### config.mk
export PLATFORM = sky130hd
export DESIGN_NAME = cobs_crc8_packet_deframer
export DESIGN_NICKNAME = d
export VERILOG_FILES = /design/src/sv/ccpd_pkg.sv /design/src/sv/ccpd_in_reg.sv /design/src/sv/ccpd_decode.sv /design/src/sv/ccpd_out_reg.sv /design/src/sv/cobs_crc8_packet_deframer.sv
export SDC_FILE = /design/constraint.sdc
export NUM_CORES = 1
export LEC_CHECK = 0
export ABC_AREA = 1
export BUFFER_PORTS_ARGS = -buffer_cell sky130_fd_sc_hd__buf_2
export CORE_UTILIZATION = 30
export CTS_BUF_LIST = sky130_fd_sc_hd__clkbuf_16
export CTS_CLUSTER_SIZE = 12
export DETAILED_ROUTE_END_ITERATION = 7
export HOLD_SLACK_MARGIN = 0.08
export PLACE_DENSITY = 0.56
export SLEW_MARGIN = 15
export SYNTH_ARGS = -nofsm -noshare
export SYNTH_HDL_FRONTEND = slang
export SYNTH_SLANG_ARGS = --single-unit
export TNS_END_PERCENT = 100
### constraint.sdc
create_clock -name clock -period 7.8 [get_ports clock]
set_clock_uncertainty 0.2 [all_clocks]
set_input_delay 1.56 -clock clock [delete_from_list [all_inputs] [get_ports clock]]
set_output_delay 1.56 -clock clock [all_outputs]
set_load 0.05 [all_outputs]
### src/sv/ccpd_pkg.sv
// shared types, constants and crc function for the cobs crc-8 packet deframer
`default_nettype none
package ccpd_pkg;

   // trailer layout: id, device, length, crc
   localparam int TRAILER_BYTES = 4;

   localparam logic [7:0] CRC_POLY   = 8'hB2;
   localparam logic [7:0] CRC_XOROUT = 8'hFF;
   localparam logic [7:0] DELIMITER  = 8'h00;
   localparam logic [7:0] CODE_MAX   = 8'hFF;
   localparam logic [15:0] COUNT_MAX = 16'hFFFF;

   typedef enum logic {
      KIND_PAYLOAD = 1'b0,
      KIND_VERDICT = 1'b1
   } kind_type;

   typedef enum logic [1:0] {
      STATUS_OK        = 2'd0,
      STATUS_MALFORMED = 2'd1,
      STATUS_LENGTH    = 2'd2,
      STATUS_CRC       = 2'd3
   } status_type;

   typedef struct packed {
      kind_type    item_kind;
      logic [7:0]  payload_byte;
      logic [15:0] payload_index;
      status_type  frame_status;
      logic [7:0]  device_field;
      logic [7:0]  id_field;
      logic [15:0] payload_length;
   } result_type;

   // reflected crc-8 update over one byte
   function automatic logic [7:0] crc_fold(input logic [7:0] crc, input logic [7:0] data);
      logic [7:0] v;
      v = crc ^ data;
      for (int k = 0; k < 8; k++) begin
         if (v[0]) begin
            v = (v >> 1) ^ CRC_POLY;
         end else begin
            v = v >> 1;
         end
      end
      return v;
   endfunction

endpackage
`default_nettype wire

### src/sv/ccpd_in_reg.sv
// input register stage holding one received byte
`default_nettype none
module ccpd_in_reg (
   input  wire logic       clock,
   input  wire logic       reset,
   input  wire logic       req_valid,
   input  wire logic [7:0] req_in_byte,
   output logic            req_stall,
   input  wire logic       advance,
   output logic            item_valid,
   output logic [7:0]      item_byte
);

   logic       valid_ff, valid_in;
   logic [7:0] byte_ff;

   // hold while the held item cannot move on
   assign req_stall  = valid_ff && !advance;
   assign item_valid = valid_ff;
   assign item_byte  = byte_ff;

   always_comb begin
      valid_in = valid_ff;
      if (!req_stall) begin
         valid_in = req_valid;
      end
   end

   always_ff @(posedge clock) begin
      if (reset) begin
         valid_ff <= 1'b0;
      end else begin
         valid_ff <= valid_in;
      end
      if (req_valid && !req_stall) begin
         byte_ff <= req_in_byte;
      end
   end

endmodule
`default_nettype wire

### src/sv/ccpd_decode.sv
// cobs decode, crc, trailer window and verdict logic with frame state
`default_nettype none
module ccpd_decode (
   input  wire logic                 clock,
   input  wire logic                 reset,
   input  wire logic                 item_valid,
   input  wire logic [7:0]           item_byte,
   input  wire logic                 out_free,
   output logic                      advance,
   output logic                      result_valid,
   output ccpd_pkg::result_type      result
);

   localparam int TB = ccpd_pkg::TRAILER_BYTES;

   logic [7:0]  group_ff, group_in;
   logic        zero_pending_ff, zero_pending_in;
   logic        nonempty_ff, nonempty_in;
   logic [15:0] count_ff, count_in;
   logic [7:0]  crc_ff, crc_in;
   logic [7:0]  win_ff [TB];
   logic [7:0]  win_in [TB];

   logic        is_delim, is_code, push_en, enough, has_result;
   logic [7:0]  push_data;
   ccpd_pkg::status_type status;

   assign is_delim = (item_byte == ccpd_pkg::DELIMITER);
   assign is_code  = !is_delim && (group_ff == 8'd0);
   assign push_en  = !is_delim && (!is_code || zero_pending_ff);
   assign push_data = is_code ? 8'd0 : item_byte;
   assign enough   = (count_ff >= 16'(TB));

   // verdict status, in order of precedence
   always_comb begin
      if (group_ff != 8'd0) begin
         status = ccpd_pkg::STATUS_MALFORMED;
      end else if (!enough || win_ff[TB-2] != count_ff[7:0]) begin
         status = ccpd_pkg::STATUS_LENGTH;
      end else if ((crc_ff ^ ccpd_pkg::CRC_XOROUT) != win_ff[TB-1]) begin
         status = ccpd_pkg::STATUS_CRC;
      end else begin
         status = ccpd_pkg::STATUS_OK;
      end
   end

   // result selection
   always_comb begin
      result = '0;
      has_result = 1'b0;
      if (is_delim) begin
         has_result = nonempty_ff;
         result.item_kind = ccpd_pkg::KIND_VERDICT;
         result.frame_status = status;
         if (enough) begin
            result.device_field   = win_ff[TB-3];
            result.id_field       = win_ff[TB-4];
            result.payload_length = count_ff - 16'(TB);
         end
      end else if (push_en && enough) begin
         has_result = 1'b1;
         result.item_kind     = ccpd_pkg::KIND_PAYLOAD;
         result.payload_byte  = win_ff[0];
         result.payload_index = count_ff - 16'(TB);
      end
   end

   // an item moves on unless its result finds the output full
   assign advance      = item_valid && (out_free || !has_result);
   assign result_valid = advance && has_result;

   // next frame state
   always_comb begin
      group_in        = group_ff;
      zero_pending_in = zero_pending_ff;
      nonempty_in     = nonempty_ff;
      count_in        = count_ff;
      crc_in          = crc_ff;
      for (int k = 0; k < TB; k++) begin
         win_in[k] = win_ff[k];
      end
      if (is_delim) begin
         group_in        = 8'd0;
         zero_pending_in = 1'b0;
         nonempty_in     = 1'b0;
         count_in        = 16'd0;
         crc_in          = 8'd0;
         for (int k = 0; k < TB; k++) begin
            win_in[k] = 8'd0;
         end
      end else begin
         nonempty_in = 1'b1;
         if (is_code) begin
            zero_pending_in = (item_byte != ccpd_pkg::CODE_MAX);
            group_in        = item_byte - 8'd1;
         end else begin
            group_in = group_ff - 8'd1;
         end
         if (push_en) begin
            if (count_ff != 16'd0) begin
               crc_in = ccpd_pkg::crc_fold(crc_ff, win_ff[TB-1]);
            end
            for (int k = 0; k < TB - 1; k++) begin
               win_in[k] = win_ff[k+1];
            end
            win_in[TB-1] = push_data;
            if (count_ff != ccpd_pkg::COUNT_MAX) begin
               count_in = count_ff + 16'd1;
            end
         end
      end
   end

   always_ff @(posedge clock) begin
      if (reset) begin
         group_ff        <= 8'd0;
         zero_pending_ff <= 1'b0;
         nonempty_ff     <= 1'b0;
         count_ff        <= 16'd0;
         crc_ff          <= 8'd0;
         for (int k = 0; k < TB; k++) begin
            win_ff[k] <= 8'd0;
         end
      end else if (advance) begin
         group_ff        <= group_in;
         zero_pending_ff <= zero_pending_in;
         nonempty_ff     <= nonempty_in;
         count_ff        <= count_in;
         crc_ff          <= crc_in;
         for (int k = 0; k < TB; k++) begin
            win_ff[k] <= win_in[k];
         end
      end
   end

endmodule
`default_nettype wire

### src/sv/ccpd_out_reg.sv
// result register stage toward the result channel
`default_nettype none
module ccpd_out_reg (
   input  wire logic                 clock,
   input  wire logic                 reset,
   input  wire logic                 load,
   input  wire ccpd_pkg::result_type result,
   output logic                      out_free,
   input  wire logic                 rsp_stall,
   output logic                      rsp_valid,
   output ccpd_pkg::result_type      rsp_result
);

   logic                 valid_ff, valid_in;
   ccpd_pkg::result_type result_ff;

   // free when empty or being taken this cycle
   assign out_free   = !valid_ff || !rsp_stall;
   assign rsp_valid  = valid_ff;
   assign rsp_result = result_ff;

   always_comb begin
      valid_in = valid_ff;
      if (load) begin
         valid_in = 1'b1;
      end else if (!rsp_stall) begin
         valid_in = 1'b0;
      end
   end

   always_ff @(posedge clock) begin
      if (reset) begin
         valid_ff <= 1'b0;
      end else begin
         valid_ff <= valid_in;
      end
      if (load) begin
         result_ff <= result;
      end
   end

endmodule
`default_nettype wire

### src/sv/cobs_crc8_packet_deframer.sv
// Streaming COBS deframer with CRC-8 trailer check, one byte item per cycle
// while neither side stalls. A result item passes through the input register,
// then the result register.
// The frame state registers are updated from their own values on each accepted byte.
// Reset: synchronous; clears frame state and both stages' valid flags.
`default_nettype none
module cobs_crc8_packet_deframer (
   input  wire logic        clock,
   input  wire logic        reset,
   input  wire logic        req_valid,
   output logic             req_stall,
   input  wire logic [7:0]  req_in_byte,
   output logic             rsp_valid,
   input  wire logic        rsp_stall,
   output logic             rsp_item_kind,
   output logic [7:0]       rsp_payload_byte,
   output logic [15:0]      rsp_payload_index,
   output logic [1:0]       rsp_frame_status,
   output logic [7:0]       rsp_device_field,
   output logic [7:0]       rsp_id_field,
   output logic [15:0]      rsp_payload_length
);

   logic                 advance, item_valid, out_free, result_valid;
   logic [7:0]           item_byte;
   ccpd_pkg::result_type result, rsp_result;

   // input stage
   ccpd_in_reg u_in_reg (
      .clock       (clock),
      .reset       (reset),
      .req_valid   (req_valid),
      .req_in_byte (req_in_byte),
      .req_stall   (req_stall),
      .advance     (advance),
      .item_valid  (item_valid),
      .item_byte   (item_byte)
   );

   // decode and frame state
   ccpd_decode u_decode (
      .clock        (clock),
      .reset        (reset),
      .item_valid   (item_valid),
      .item_byte    (item_byte),
      .out_free     (out_free),
      .advance      (advance),
      .result_valid (result_valid),
      .result       (result)
   );

   // result stage
   ccpd_out_reg u_out_reg (
      .clock      (clock),
      .reset      (reset),
      .load       (result_valid),
      .result     (result),
      .out_free   (out_free),
      .rsp_stall  (rsp_stall),
      .rsp_valid  (rsp_valid),
      .rsp_result (rsp_result)
   );

   assign rsp_item_kind      = rsp_result.item_kind;
   assign rsp_payload_byte   = rsp_result.payload_byte;
   assign rsp_payload_index  = rsp_result.payload_index;
   assign rsp_frame_status   = rsp_result.frame_status;
   assign rsp_device_field   = rsp_result.device_field;
   assign rsp_id_field       = rsp_result.id_field;
   assign rsp_payload_length = rsp_result.payload_length;

endmodule
`default_nettype wire
# --- Yosys cells after proc, flatten, opt, wreduce, memory -nomap -nowiden ---
# Memory sizes are Yosys's and may differ from the RTL's.
# Cells that the tools add are included.
totals:
  regBits: 103
  mem_bits_rw: 32
  in_bits: 12
  out_inout_bits: 61
  wordCells: 135
  n_memories: 1
memory_table:
  columns: ["memory", "words", "width", "read_ports", "rd_ports_with_merged_regs", "write_ports", "line", "rtl"]
  rows:
  - ["u_decode.win_ff", 4, 8, 4, 0, 4, "ccpd_decode.sv:21", "logic [7:0] win_ff [TB];"]
op_classes:
  n_addsub: 4
  n_lt_le_gt_ge: 1
  eq_ne: 5
  muxes: 59
  bitwise_logic: 16
  reduce_logical: 33
op_table:
  columns: ["operator", "count"]
  rows:
  - ["two-way mux 8 bit", 39]
  - ["two-way mux 32 bit", 2]
  - ["two-way mux 16 bit", 3]
  - ["NOT 3 -> 4 bit", 8]
  - ["adder 16 x 1 -> 16 bit, second input constant", 1]
  - ["greater-or-equal comparator 16 x 3 -> 1 bit, second input constant", 1]
  - ["logical NOT 8 bit", 2]
  - ["!= test 16 bit, second input constant", 1]
  - ["!= test 8 bit", 2]
  - ["nonzero test 16 bit", 1]
  - ["subtractor 16 x 3 -> 16 bit, second input constant", 1]
  - ["subtractor 8 x 1 -> 8 bit, second input constant", 2]
  - ["two-way mux 1 bit", 13]
  - ["logical NOT 1 bit", 8]
  - ["!= test 8 bit, second input constant", 1]
  - ["NOT 8 bit", 1]
  - ["nonzero test 2 bit", 4]
  - ["nonzero test 8 bit", 1]
  - ["bitwise XOR 8 bit", 1]
  - ["logical AND 1 bit", 7]
  - ["AND reduction 3 bit", 2]
  - ["logical OR 1 bit", 4]
  - ["two-way mux 2 bit", 2]
  - ["bitwise OR 1 bit", 4]
  - ["other kinds (4)", 7]

# --- Depth between registers and ports, before layout ---
# Gate-level depths: netlist of the first run.
depth:
  ltp_word: 43
  mapped_depth: 15
  depth_no_buf: 15

# --- Modules after synthesis ---
# A second synthesis of the first run with hierarchy kept.
unflattened:
  hier_cells: 740
  hier_area_um2: 6761.5
by_module_without_submodules:
  columns: ["mod", "instances", "cells_per_inst", "area_per_inst_um2", "seq_area_each_um2"]
  rows:
  - ["ccpd_decode", 1, 662, 4664.5, 1641.6]
  - ["ccpd_out_reg", 1, 63, 1810.5, 1791.7]
  - ["ccpd_in_reg", 1, 15, 286.5, 260.2]

# --- Worst setup path after synthesis of the first run ---
# No wires, ideal clock.
synth_path:
  path_type: "input -> output"
  startpoint: "input port rsp_stall"
  endpoint: "output port req_stall"
  t_arrival_ns: 2.193
  required_time_ns: 6.040
  path_slack_ns: 3.847
  cell_stages: 4
  n_path_buf: 0
  path_cell_list: "nand2_1 inv_1 nand3_1 inv_1"
synth_between:
  elab_chain_len: 6
synth_lines:
  columns: ["element", "line", "rtl"]
  rows:
  - ["from (decl)", "cobs_crc8_packet_deframer.sv:14", "input wire logic rsp_stall,"]
  - ["logical NOT 1 bit", "ccpd_out_reg.sv:18", "assign out_free = !valid_ff || !rsp_stall;"]
  - ["logical OR 1 bit", "ccpd_out_reg.sv:18", null]
  - ["logical OR 1 bit", "ccpd_decode.sv:69", "assign advance = item_valid && (out_free || !has_result);"]
  - ["logical AND 1 bit", "ccpd_decode.sv:69", null]
  - ["logical NOT 1 bit", "ccpd_in_reg.sv:18", "assign req_stall = valid_ff && !advance;"]
  - ["logical AND 1 bit", "ccpd_in_reg.sv:18", null]
  - ["to (decl)", "cobs_crc8_packet_deframer.sv:11", "output logic req_stall,"]
# Every way passes these cells.

# --- Worst setup path in the final report of the first run ---
layout_path:
  startpoint: "register u_decode.count_ff[2]"
  endpoint: "output port req_stall"
layout_between:
  elab_chain_len: 9
layout_lines:
  columns: ["element", "line", "rtl"]
  rows:
  - ["from (decl)", "ccpd_decode.sv:19", "logic [15:0] count_ff, count_in;"]
  - ["from (signal assigned)", "ccpd_decode.sv:128", "count_ff <= count_in;"]
  - ["greater-or-equal comparator 16 x 3 -> 1 bit", "ccpd_decode.sv:32", "assign enough = (count_ff >= 16'(TB));"]
  - ["logical AND 1 bit", "ccpd_decode.sv:60", "end else if (push_en && enough) begin"]
  - ["two-way mux 1 bit", "ccpd_decode.sv:60", null]
  - ["two-way mux 1 bit", "ccpd_decode.sv:51", "if (is_delim) begin"]
  - ["logical NOT 1 bit", "ccpd_decode.sv:69", null]
  - ["logical OR 1 bit", "ccpd_decode.sv:69", null]
  - ["logical AND 1 bit", "ccpd_decode.sv:69", null]
  - ["logical NOT 1 bit", "ccpd_in_reg.sv:18", null]
  - ["logical AND 1 bit", "ccpd_in_reg.sv:18", null]
# Every way passes these cells.

==> results.sh, run 1 <==
export IMPL_outcome="finished, final reports clean"
export IMPL_die_w_um=152
export IMPL_fin_area_sq_mm=0.00788
export IMPL_final_common_cell="nand2_1"
export IMPL_cts_tree="done"
export IMPL_finalWorstSetupSlack_ns=3.49
export IMPL_power_switching_w=0.000839
export IMPL_ir_drop_v=0.000143
export IMPL_synth_area_sq_mm=0.00671
export IMPL_io_pins=73
export IMPL_max_freq_ghz=0.232
export IMPL_hold_path_class="flop to flop"
export IMPL_cts_max_level=4
export IMPL_gp_congestion=0.841
export IMPL_timing_critical_path_mode_cell="inv_1"
export IMPL_ys_warn_count=0
export IMPL_cp_buffers_inverters=4
export IMPL_vias=5181
export IMPL_drt_total_wl_um=14700
export IMPL_layout_drive_gt1_share_pct=14.4
export IMPL_maxSlewViolCount=0
export IMPL_synth_top_family_by_area="simple AND/OR/NAND/NOR gates"
export IMPL_core_area_sq_mm=0.0219
export IMPL_io_buffers=72
export IMPL_setup_viol=0
export IMPL_grt_setup_unrepaired="false"
export IMPL_reg2reg_setup_slack_ns=4.31
export IMPL_cp_end_kind="output port"
export IMPL_nNetsFinal=885
export IMPL_syn_inst=798
export IMPL_max_cap_viol_count=0
export IMPL_hpwl_um=10300
export IMPL_start_util_pct=30.7
export IMPL_path_clk_slew_ns=0.06
export IMPL_critPathKind="flop to output port"
export IMPL_crit_slowest_cell="dfxtp_1"
export IMPL_ys_top_cells_by_area="edfxtp_1 (44%), nand2_1 (11%), dfxtp_1 (11%)"
export IMPL_finalHoldViolCount=0
export IMPL_diodes=0
export IMPL_cts_made_buffers=17
export IMPL_pwr_share_comb_pct=28.3
export IMPL_muxShareOfSynthArea_pct=0
export IMPL_grt_pass1_vias=4837
export IMPL_worstPathMaxFanout=25
export IMPL_worstPathArrival_ns=2.55
export IMPL_syn_nets=817
export IMPL_dieArea_sq_mm=0.0230
export IMPL_fin_crit_ns=4.31
export IMPL_fin_cells=1159
export IMPL_antenna_found_initial=0
export IMPL_critPathLaunchType="flop"
export IMPL_maxSlewHeadroom_pct=33.7
export IMPL_fp_dieH_um=152
export IMPL_postCtsSetupBuffers=0
export IMPL_p_clk_share_pct=34.0
export IMPL_tightest_slew_ns=0.994
export IMPL_wire_per_inst_um=12.6
export IMPL_track_usage_pct=13.5
export IMPL_grt_max_degree=60
export IMPL_cts_buffer_depth=2
export IMPL_drc_errors=0
export IMPL_clockRootBuffer="clkbuf_16"
export IMPL_final_cell_mix="nand2_1 (205), nor2_1 (152), inv_1 (105)"
export IMPL_synth_seq_cells=135
export IMPL_fin_util_pct=36.0
export IMPL_core_rowCount=54
export IMPL_ant_nets=0
export IMPL_crit_path_max_incr_delay_ns=0.55
export IMPL_power_density_mw_per_mm2=295
export IMPL_synth_xor_area_share_pct=3.39
export IMPL_clk_latency_ns=0.42
export IMPL_avgSynthCellArea_sq_um=8.41
export IMPL_cp_required_ns=6.04
export IMPL_synth_area_leader_cell="edfxtp_1"
export IMPL_synth_cell_types=33
export IMPL_synth_top_cell_area_share_pct=44.3
export IMPL_ctsHoldBuffers=0
export IMPL_dpl_cell_area_sq_mm=0.00730
export IMPL_placed_cells=1127
export IMPL_fin_setup_tns_ns=0
export IMPL_routed_via_density=4.47
export IMPL_cts_resized=0
export IMPL_synth_seq_area_share_pct=55.0
export IMPL_drt_iter0_drc=336
export IMPL_syn_to_final_growth_pct=17.5
export IMPL_synth_adder_area_share_pct=1.31
export IMPL_p_leak_nw=3.59
export IMPL_clock_sinks=135
export IMPL_synth_compound_area_share_pct=3.56
export IMPL_layout_worst_path_cycle_share_pct=55.2
export IMPL_grt_ovfl_total=0
export IMPL_p_sw_share_pct=36.0
export IMPL_seqPwrFrac_pct=37.7
export IMPL_grt_first_pass_wirelength_um=23900
export IMPL_yosys_area_share_simple_pct=28.3
export IMPL_drt_pass1_iterations=4
export IMPL_path_delay_family="simple AND/OR/NAND/NOR gates"
export IMPL_internal_power_w=0.00149
export IMPL_crit_chain="inv_1, ha_1, inv_1, nor2_4, nand3_2, nand2_4, nand2_4, nand3_1, inv_1, buf_2"
export IMPL_place_ws_ns=3.66
## per-stage QoR
| step | total power (W) | hold slack, ns |
|---|---|---|
| 2_1_floorplan | 0.00140 | 0.239 |
| 3_3_place_gp | 0.00154 | 0.251 |
| 3_5_place_dp | 0.00155 | 0.252 |
| 4_1_cts | 0.00234 | 0.261 |
| 5_1_grt | 0.00248 | 0.309 |
| 6_report | 0.00233 | 0.264 |
## Yosys cell counts (all sizes together)
cell,n
nand3,40
ha,7
nand2,210
nor3,15
xnor2,4
nor2,159
nor3b,2
clkbuf,14
nand3b,1
xor2,22
buf,12
o21a,1
nor4,2
o21ai,12
clkinv,1
o21bai,1
inv,109
a31oi,1
a211oi,1
nand4,19
dfxtp,36
a21oi,30
edfxtp,99
## worst min-delay path: stages (launching register included)
cell and delay, ns:
dfxtp_1 0.31, nand2_1 0.06, a21oi_1 0.05
## logic make-up after synthesis
family	after synthesis
simple gates	448
buf+inv	136
flops	135
compound gates	46
xor+xnor	26
fa+ha+maj	7
## registers in the layout, summed over array words and instances, names as in the netlist
| name | count |
|---|---|
| u_out_reg.rsp_result | 59 |
| u_decode.win_ff | 32 |
| u_decode.count_ff | 16 |
| u_decode.crc_ff | 8 |
| u_decode.group_ff | 8 |
| u_in_reg.item_byte | 8 |
| u_decode.nonempty_ff | 1 |
| u_decode.zero_pending_ff | 1 |
| u_in_reg.item_valid | 1 |
| u_out_reg.rsp_valid | 1 |
## routing by layer
| metal | part of all wire, % | GRT usage [%] | vias up |
|---|---|---|---|
| met1 | 49 | 18.1 | 2353 |
| met2 | 45 | 21.4 | 125 |
| met5 | 0 | 0 | - |
| met3 | 4.6 | 3.38 | 13 |
| met4 | 0.89 | 4.36 | 0 |
| li1 | - | - | 2690 |
## path summary, 6_finish.rpt
kind | startpoint | endpoint | cells past startpoint
worst min register to register | u_decode.zero_pending_ff$_SDFFE_PP0P_ | u_decode.zero_pending_ff$_SDFFE_PP0P_ | 2
worst max register to register | u_in_reg.item_byte[1]$_DFFE_PP_ | u_out_reg.rsp_result[33]$_SDFFCE_PP0P_ | 13
worst max-delay path | u_decode.count_ff[2]$_SDFFE_PP0P_ | req_stall | 10
worst min-delay path | u_decode.zero_pending_ff$_SDFFE_PP0P_ | u_decode.zero_pending_ff$_SDFFE_PP0P_ | 2
## final cells by class
| class | instances | area (sq um) |
|---|---|---|
| fillers | 2283 | 14000 |
| flip-flops and latches | 135 | 3690 |
| multi-input cells | 527 | 2460 |
| clock buffers | 17 | 425 |
| inverters | 110 | 414 |
| repair buffers | 75 | 383 |
| well taps | 280 | 350 |
| clock inverters | 15 | 159 |
## power by group through the flow
stage               logic (W)  clock network (W)  registers [W]
global placement     0.000649                  0       0.000891
floorplan            0.000512                  0       0.000884
CTS                  0.000657           0.000806       0.000879
detailed placement   0.000651                  0       0.000894
global route         0.000756           0.000838       0.000886
finish               0.000658           0.000791       0.000879
Note: power is estimated with default switching activity, not from simulation.
==> inputs of run 2 (changes only) <==
--- a/config.mk
+++ b/config.mk
@@ -5,14 +5,14 @@
 export SDC_FILE = /design/constraint.sdc
 export NUM_CORES = 1
 export LEC_CHECK = 0
-export ABC_AREA = 1
+export ABC_AREA = 0
 export BUFFER_PORTS_ARGS = -buffer_cell sky130_fd_sc_hd__buf_2
 export CORE_UTILIZATION = 30
 export CTS_BUF_LIST = sky130_fd_sc_hd__clkbuf_16
 export CTS_CLUSTER_SIZE = 12
 export DETAILED_ROUTE_END_ITERATION = 7
 export HOLD_SLACK_MARGIN = 0.08
-export PLACE_DENSITY = 0.56
+export PLACE_DENSITY = 0.58
 export SLEW_MARGIN = 15
 export SYNTH_ARGS = -nofsm -noshare
 export SYNTH_HDL_FRONTEND = slang
==> constraint.sdc (replaced) <==
create_clock -name clock -period 3.9 [get_ports clock]
set_clock_uncertainty 0.2 [all_clocks]
set_input_delay 0.78 -clock clock [delete_from_list [all_inputs] [get_ports clock]]
set_output_delay 0.78 -clock clock [all_outputs]
set_load 0.05 [all_outputs]
==> run 2 against run 1 <==
  * Critical endpoint unchanged
  * Non-clock buffer count up 7
  * Sequential power up 93%
  * Utilization up 0.65 points
  * Power up 70%
  * Wire length down 9.0%
  * Final cell count down 23%
  * First-iteration DRC count down 14%
  * Combinational power about the same
  * Synthesized cell count down 32%
  * Via count down 18%
==> results.sh, run 2 <==
export IMPL_tightest_slew_ns=0.874
export IMPL_cp_startpoint="u_in_reg.item_byte[5]$_DFFE_PP_"
export IMPL_synth_area_leader_cell="edfxtp_1"
export IMPL_ys_top_cells_by_area="edfxtp_1 (48%), dfxtp_1 (12%), xnor2_1 (5.0%)"
export IMPL_io_buffers=72
export IMPL_syn_nets=562
export IMPL_ctsHoldBuffers=0
export IMPL_grt_first_pass_wirelength_um=21800
export IMPL_grt_pass1_vias=4220
export IMPL_synth_compound_area_share_pct=8.08
export IMPL_grt_ovfl_total=0
export IMPL_cts_resized=0
export IMPL_syn_inst=543
export IMPL_multi_input_area_sq_mm=0.00234
export IMPL_maxSlewViolCount=0
export IMPL_pwr_share_comb_pct=16.7
export IMPL_routed_via_density=4.78
export IMPL_core_area_sq_mm=0.0204
export IMPL_synth_xor_area_share_pct=7.42
export IMPL_fin_setup_tns_ns=0
export IMPL_start_util_pct=30.7
export IMPL_dieArea_sq_mm=0.0214
export IMPL_drc_errors=0
export IMPL_final_common_cell="edfxtp_1"
export IMPL_ant_nets=0
export IMPL_reg2reg_setup_slack_ns=0.53
export IMPL_synth_seq_area_share_pct=59.0
export IMPL_io_pins=73
export IMPL_synth_edf_count=99
export IMPL_p_clk_share_pct=40.6
export IMPL_gp_congestion=0.870
export IMPL_synth_top_cell_area_share_pct=47.5
export IMPL_p_sw_share_pct=28.1
export IMPL_maxSlewHeadroom_pct=41.5
export IMPL_worstReg2RegStart="u_decode.count_ff[3]$_SDFFE_PP0P_"
export IMPL_cts_max_level=4
export IMPL_cp_end_kind="output port"
export IMPL_fp_dieH_um=146
export IMPL_setup_viol=0
export IMPL_cts_made_buffers=17
export IMPL_grt_max_degree=33
export IMPL_vias=4274
export IMPL_final_cell_mix="edfxtp_1 (99), buf_2 (72), nor2_1 (64)"
export IMPL_ir_drop_v=0.000307
export IMPL_max_freq_ghz=0.281
export IMPL_largest_register_ffs=59
export IMPL_holdPathEnd="u_decode.crc_ff[4]$_SDFFE_PP0P_"
export IMPL_synth_common_cells="edfxtp_1 (99), nor2_1 (64), and2_1 (46)"
export IMPL_layout_worst_path_cycle_share_pct=91.4
export IMPL_clock_sinks=135
export IMPL_avgSynthCellArea_sq_um=11.5
export IMPL_placed_cells=863
export IMPL_p_leak_nw=2.88
export IMPL_hold_path_class="flop to flop"
export IMPL_postCtsSetupBuffers=0
export IMPL_grt_setup_unrepaired="false"
export IMPL_seqPwrFrac_pct=42.8
export IMPL_hold_depth=1
export IMPL_layout_drive_gt1_share_pct=20.3
export IMPL_max_cap_viol_count=0
export IMPL_synth_most_common_cell="edfxtp_1"
export IMPL_drt_pass1_iterations=5
export IMPL_synthArstFlopShare_pct=0
export IMPL_outcome="finished, final reports clean"
export IMPL_drt_iter0_drc=290
export IMPL_synth_cell_types=56
export IMPL_finalHoldViolCount=0
export IMPL_worstPathArrival_ns=2.58
export IMPL_track_usage_pct=13.1
export IMPL_r2r_end="u_out_reg.rsp_result[10]$_SDFFCE_PN0P_"
export IMPL_syn_to_final_growth_pct=19.3
export IMPL_die_w_um=146
export IMPL_wire_per_inst_um=14.9
export IMPL_ys_warn_count=0
export IMPL_internal_power_w=0.00285
export IMPL_synth_area_sq_mm=0.00626
export IMPL_clk_latency_ns=0.43
export IMPL_synth_ff_type="edfxtp_1"
export IMPL_diodes=0
export IMPL_fin_crit_ns=3.56
export IMPL_nNetsFinal=631
export IMPL_synth_seq_cells=135
export IMPL_cts_tree="done"
export IMPL_worstPathMaxFanout=27
export IMPL_cts_buffer_depth=2
export IMPL_critPathKind="flop to output port"
export IMPL_rr_worst_depth=9
export IMPL_power_density_mw_per_mm2=531
export IMPL_n_fill_cell=1996
export IMPL_power_switching_w=0.00111
export IMPL_hpwl_um=9310
export IMPL_muxShareOfSynthArea_pct=0.660
export IMPL_regArea_sq_mm=0.00369
export IMPL_cp_required_ns=2.92
export IMPL_critPathLaunchType="flop"
export IMPL_core_rowCount=52
export IMPL_clockRootBuffer="clkbuf_16"
export IMPL_antenna_found_initial=0
export IMPL_yosys_area_share_simple_pct=19.8
export IMPL_drt_total_wl_um=13300
export IMPL_synth_adder_area_share_pct=1.40
export IMPL_path_clk_slew_ns=0.06
export IMPL_synth_top_family_by_area="simple AND/OR/NAND/NOR gates"
export IMPL_min_from="u_decode.crc_ff[4]$_SDFFE_PP0P_"
export IMPL_fin_cells=895
run 2: power by group through the flow:
stage | logic, W | clock network, W | registers [W]
after global placement | 0.000650 | 0 | 0.00172
after CTS | 0.000657 | 0.00165 | 0.00170
final | 0.000660 | 0.00161 | 0.00170
after floorplan | 0.000541 | 0 | 0.00170
after global routing | 0.000744 | 0.00170 | 0.00171
after detailed placement | 0.000653 | 0 | 0.00173
run 2: kinds of logic after synthesis:
family | count (synthesis)
xor+xnor | 53
compound gates | 71
fa+ha+maj | 7
simple gates | 230
buf+inv | 43
flops | 135
mux | 4
run 2: worst max-delay path, cell delays in order (launching register included):
cell and delay (ns):
edfxtp_1 0.45, nor3_1 0.42, nand3_1 0.15, inv_1 0.12, buf_4 0.29, nand2_1 0.09
nand2_1 0.18, nand3_1 0.12, inv_1 0.09, buf_2 0.26
run 2: worst max path at each step:
stage | end | slack, ns | cells past startpoint
after CTS | req_stall | 0.36 | 9
final | req_stall | 0.34 | 9
after global placement | u_out_reg.rsp_result[45]$_SDFFCE_PP0P_ | 0.64 | 9
after global routing | req_stall | 0.16 | 9
after floorplan | u_out_reg.rsp_result[0]$_SDFFCE_PN0P_ | 0.55 | 10
after detailed placement | u_out_reg.rsp_result[11]$_SDFFCE_PN0P_ | 0.54 | 9
run 2: through the flow:
step | setup slack [ns] | power [W] | util, % | hold WS, ns | instance area [sq um]
after floorplan | 0.550 | 0.00224 | - | 0.253 | 6260
after global placement | 0.645 | 0.00237 | 33.7 | 0.268 | 6870
after detailed placement | 0.539 | 0.00238 | 33.7 | 0.276 | 6870
after CTS | 0.359 | 0.00400 | 36.7 | 0.283 | 7460
after global routing | 0.159 | 0.00415 | 36.7 | 0.302 | 7460
final | 0.336 | 0.00396 | 36.7 | 0.281 | 7460
run 2: layer usage:
metal | track usage (%) | share of wire [%] | vias to the layer above
li1 | - | - | 2090
met4 | 5.89 | 1.6 | 0
met3 | 3.06 | 5.0 | 17
met5 | 0 | 0 | -
met2 | 20.0 | 45 | 128
met1 | 17.6 | 48 | 2039
run 2: layout make-up:
cell class	count	area share (%)
clock buffer	17	5.70
clock inverter	15	2.28
inverter	11	0.553
multi-input combinational	365	31.3
sequential	135	49.5
tap	270	4.53
timing repair buffer	82	6.17
